==> src/rtl/npcs_pkg.sv <==
package npcs_pkg;

    localparam int NPCS_PALETTE_SIZE = 256;

    // squared distance in 1/256 units, three 12-bit differences squared and summed
    localparam int NPCS_DIST_W = 26;
    localparam logic [NPCS_DIST_W-1:0] NPCS_DIST_LIMIT = 26'd25600000;

    localparam int NPCS_CFG_IDX_W = 1;
    localparam logic [NPCS_CFG_IDX_W-1:0] CFG_BAND_START = 1'd0;
    localparam logic [NPCS_CFG_IDX_W-1:0] CFG_BAND_END   = 1'd1;

    localparam logic [1:0] CMD_WRITE    = 2'd0;
    localparam logic [1:0] CMD_ALL      = 2'd1;
    localparam logic [1:0] CMD_IN_BAND  = 2'd2;
    localparam logic [1:0] CMD_OUT_BAND = 2'd3;

    typedef struct packed {
        logic [7:0] red;
        logic [7:0] green;
        logic [7:0] blue;
    } t_rgb;

    // travels alongside each palette entry through the distance pipeline
    typedef struct packed {
        logic       valid;
        logic [7:0] idx;
    } t_tag;

    typedef enum logic [1:0] {
        S_IDLE,
        S_SCAN,
        S_DRAIN,
        S_DONE
    } t_state;

endpackage

==> src/rtl/npcs_dist.sv <==
module npcs_dist (
    input  logic                            i_clk,
    input  logic                            i_rst_n,
    input  logic [11:0]                     i_query_red,
    input  logic [11:0]                     i_query_green,
    input  logic [11:0]                     i_query_blue,
    input  npcs_pkg::t_rgb                  i_entry,
    input  npcs_pkg::t_tag                  i_tag,
    output logic [npcs_pkg::NPCS_DIST_W-1:0] o_dist,
    output npcs_pkg::t_tag                  o_tag
);
    import npcs_pkg::*;

    logic [11:0] w_d_red;
    logic [11:0] w_d_green;
    logic [11:0] w_d_blue;

    logic [23:0] r_sq_red;
    logic [23:0] r_sq_green;
    logic [23:0] r_sq_blue;
    t_tag        r_sq_tag;

    logic [NPCS_DIST_W-1:0] r_dist;
    t_tag                   r_dist_tag;

    function automatic logic [11:0] abs_diff(input logic [11:0] q, input logic [7:0] p);
        logic [11:0] b;
        b = {p, 4'b0000};
        abs_diff = (q >= b) ? (q - b) : (b - q);
    endfunction

    assign w_d_red   = abs_diff(i_query_red,   i_entry.red);
    assign w_d_green = abs_diff(i_query_green, i_entry.green);
    assign w_d_blue  = abs_diff(i_query_blue,  i_entry.blue);

    always_ff @(posedge i_clk) begin
        r_sq_red   <= w_d_red * w_d_red;
        r_sq_green <= w_d_green * w_d_green;
        r_sq_blue  <= w_d_blue * w_d_blue;
        r_sq_tag.idx <= i_tag.idx;
        r_dist <= NPCS_DIST_W'(r_sq_red) + NPCS_DIST_W'(r_sq_green)
                + NPCS_DIST_W'(r_sq_blue);
        r_dist_tag.idx <= r_sq_tag.idx;
        if (!i_rst_n) begin
            r_sq_tag.valid   <= 1'b0;
            r_dist_tag.valid <= 1'b0;
        end else begin
            r_sq_tag.valid   <= i_tag.valid;
            r_dist_tag.valid <= r_sq_tag.valid;
        end
    end

    assign o_dist = r_dist;
    assign o_tag  = r_dist_tag;

endmodule

==> config.mk <==
export PLATFORM = sky130hd
export DESIGN_NAME = npcs_dist
export DESIGN_NICKNAME = d
export VERILOG_FILES = /design/src/rtl/npcs_pkg.sv /design/src/rtl/npcs_dist.sv
export SDC_FILE = /design/constraint.sdc
export NUM_CORES = 1
export LEC_CHECK = 0
export BUFFER_PORTS_ARGS = -buffer_cell sky130_fd_sc_hd__buf_2
export CORE_MARGIN = 8
export CORE_UTILIZATION = 50
export DETAILED_ROUTE_END_ITERATION = 8
export PLACE_DENSITY = 0.79
export SLEW_MARGIN = 40
export SYNTH_ARGS = -nofsm -noshare
export SYNTH_HDL_FRONTEND = slang
export SYNTH_SLANG_ARGS = --single-unit
==> constraint.sdc <==
create_clock -name i_clk -period 9 [get_ports i_clk]
set_input_delay 2.25 -clock i_clk [delete_from_list [all_inputs] [get_ports i_clk]]
set_output_delay 2.25 -clock i_clk [all_outputs]
set_load 0.05 [all_outputs]
==> metrics <==
post-DP HPWL=35500 um; DP Area=0.0203 sq mm; most common cell after layout, fill and taps aside=inv_1; post-synthesis sequential area ratio=0.129; Rel. slew slack=0.469; Buffers on Ports=105; Starting Density=0.508; DRT iter0 DRCs=704; drt pass-1 iters=5; number of synthesized register bits=113; first-pass GRT wire length=71600 um; drt wl/cell=15.5 um; initial antenna violation count=0; Synth top area share=0.299; vias in the first global route=15.4k; vias per cell=5.20; ANT cells=0; CTS tree=built; GPL Wtd Cong=0.913; # H-tree levels=4; max-slew violation count=0; remaining antenna violation count=0; FF-to-FF Start=r_sq_red[6]$_DFF_P_; boundary pin count=106; Least-Margin Pin Slew=0.785 ns; commonest cells after routing, fill and taps aside=441 x inv_1, 260 x fa_1, 247 x buf_4, 235 x ha_1, 202 x nor2_1; worst setup path class=in2reg; crit path max fanout=4; worst clock skew=0.0136 ns; Syn Inst Count=1974; FILL cells=2763; Hold Startpoint=r_sq_tag[5]$_DFF_P_; Clk Latency, worst-skew pair=0.42 ns; Post-synth EDFFs=0; final wirelength=43300 um; dpl cells=2730; crit path from=i_query_red[4]; DRC=0; Max Clk Rate=0.111 GHz; setup violators final=0; Final Hold Vio Count=0; critical path's most frequent cell=fa_1; clk sink count=113; Worst-path clk slew=0.06 ns; Synth area leader=fa_1; crit end category=flip-flop; Synth Area per Inst=8.91 sq um; Core Rows=68; Cell variety after synth=82; Final Net Count=2897; GRT Overall Usage=0.206; maxcap violations=0; CTS Buffer Depth=2; CTS Buf Count=17; P&R area growth vs syn=22.5%; Critical Path RT=9.31 ns; Non-Filler Instances=2790; Finished Cell Area=0.0215 sq mm; crit start category=primary input; RSZ-0062 raised after global routing=yes; Async SR Flop Fraction=0; CP max stage cell=fa_1; post-route clock period utilization=0.999; yosys warns=0; largest net degree at the start of global routing=17; CTS root buf=clkbuf_16; outcome=complete, no violations; grt ovf=0; vias post-DR=14.5k; die height=204 um; Mapped Area=0.0176 sq mm; slowest stage delay, CP=0.57 ns; Die Footprint=0.0414 sq mm; Min-Delay Path Class=reg2reg; Final min period=8.99 ns; ys flop type=dfxtp_1; Die Wd=204 um; Synth area leaders=fa_1 30%, ha_1 17%, dfxtp_1 13%, inv_1 9.6%, nor2_1 4.4%; worst path arrival time=9.30 ns; layout cells sized above 1=0.212; Core Footprint=0.0346 sq mm
## registers in the layout (all words and copies together) (netlist names)
name and flops:
o_dist 26, o_tag 9, r_sq_red 23, r_sq_green 23, r_sq_tag 9, r_sq_blue 23
## cells in the mapped netlist (10+ instances only)
library cell and n:
o21ai_0 47, o21a_1 13, fa_1 263, nand2b_1 15
nor3_1 26, dfxtp_1 113, a21o_1 41, and3_1 12
a211oi_1 14, nor2_1 205, inv_1 448, xnor2_1 79
a21oi_1 75, or2_2 10, nand2_1 119, xor2_1 30
nor2b_1 15, clkbuf_1 19, nand3_1 23, mux2i_1 10
ha_1 241, or3_1 12
## through the flow
step,hold WS (ns),utilization,setup slack (ns),setup TNS (ns)
finish,0.328,0.622,0.00862,0
global route,0.333,0.622,-0.167,-0.903
CTS,0.330,0.607,0.0261,0
detailed placement,0.312,0.587,-0.480,-5.69
global placement,0.310,0.587,-0.337,-2.51
floorplan,0.310,-,-0.0299,-0.0299
## final timing paths
path	end	slack [ns]	cells past startpoint
hold reg to reg	o_tag[5]$_DFF_P_	0.33	0
hold / removal	o_tag[5]$_DFF_P_	0.33	0
setup / recovery	r_sq_red[23]$_DFF_P_	0.009	31
setup reg to reg	o_dist[22]$_DFF_P_	5.49	10
## cells by family (layout without fill, tap and decap cells)
logic type      after synthesis  in the layout  synth area share
compound gates              263            263             0.101
xor+xnor                    114            114            0.0595
fa+ha+maj                   504            504             0.471
buf+inv                     486            845             0.104
flops                       113            113             0.129
mux                          23             23            0.0150
other cells                   1              3          0.000213
simple gates                470            470             0.120
## what timing repair did
action	CTS	global route
gates resized for setup	4	75
pin swaps	0	46
hold endpoints to repair	0	0
hold buffers	0	0
buffers inserted	0	28
setup endpoints to repair	5	22
## critical path: cells and delay by family
kind | cells | cell delay (ns)
muxes | 1 | 0.31
adders and majority gates | 8 | 3.34
xor gates and xnor gates | 2 | 0.37
AOI/OAI and AO/OA | 9 | 1.85
buffers and inverters | 8 | 0.69
and+or+nand+nor | 3 | 0.50
## routing by layer
| layer | global-route usage | wire length (um) | up-vias |
|---|---|---|---|
| met1 | 0.262 | 18500 | 7164 |
| met5 | 0 | 0 | - |
| li1 | - | - | 6899 |
| met3 | 0.0279 | 1990 | 81 |
| met2 | 0.368 | 21900 | 359 |
| met4 | 0.0466 | 836 | 0 |
## area by class of cell
type | count | area (sq um) | area share
inverters | 458 | 1730 | 0.0802
multi-input cells | 1377 | 13900 | 0.645
repair buffers | 355 | 2430 | 0.113
flip-flops and latches | 113 | 2260 | 0.105
clock inverters | 14 | 226 | 0.0105
well taps | 455 | 569 | 0.0264
clock buffers | 18 | 429 | 0.0199
Power is not shown: default switching activity piles up to over one toggle a cycle in this logic, so the estimate is an artifact.
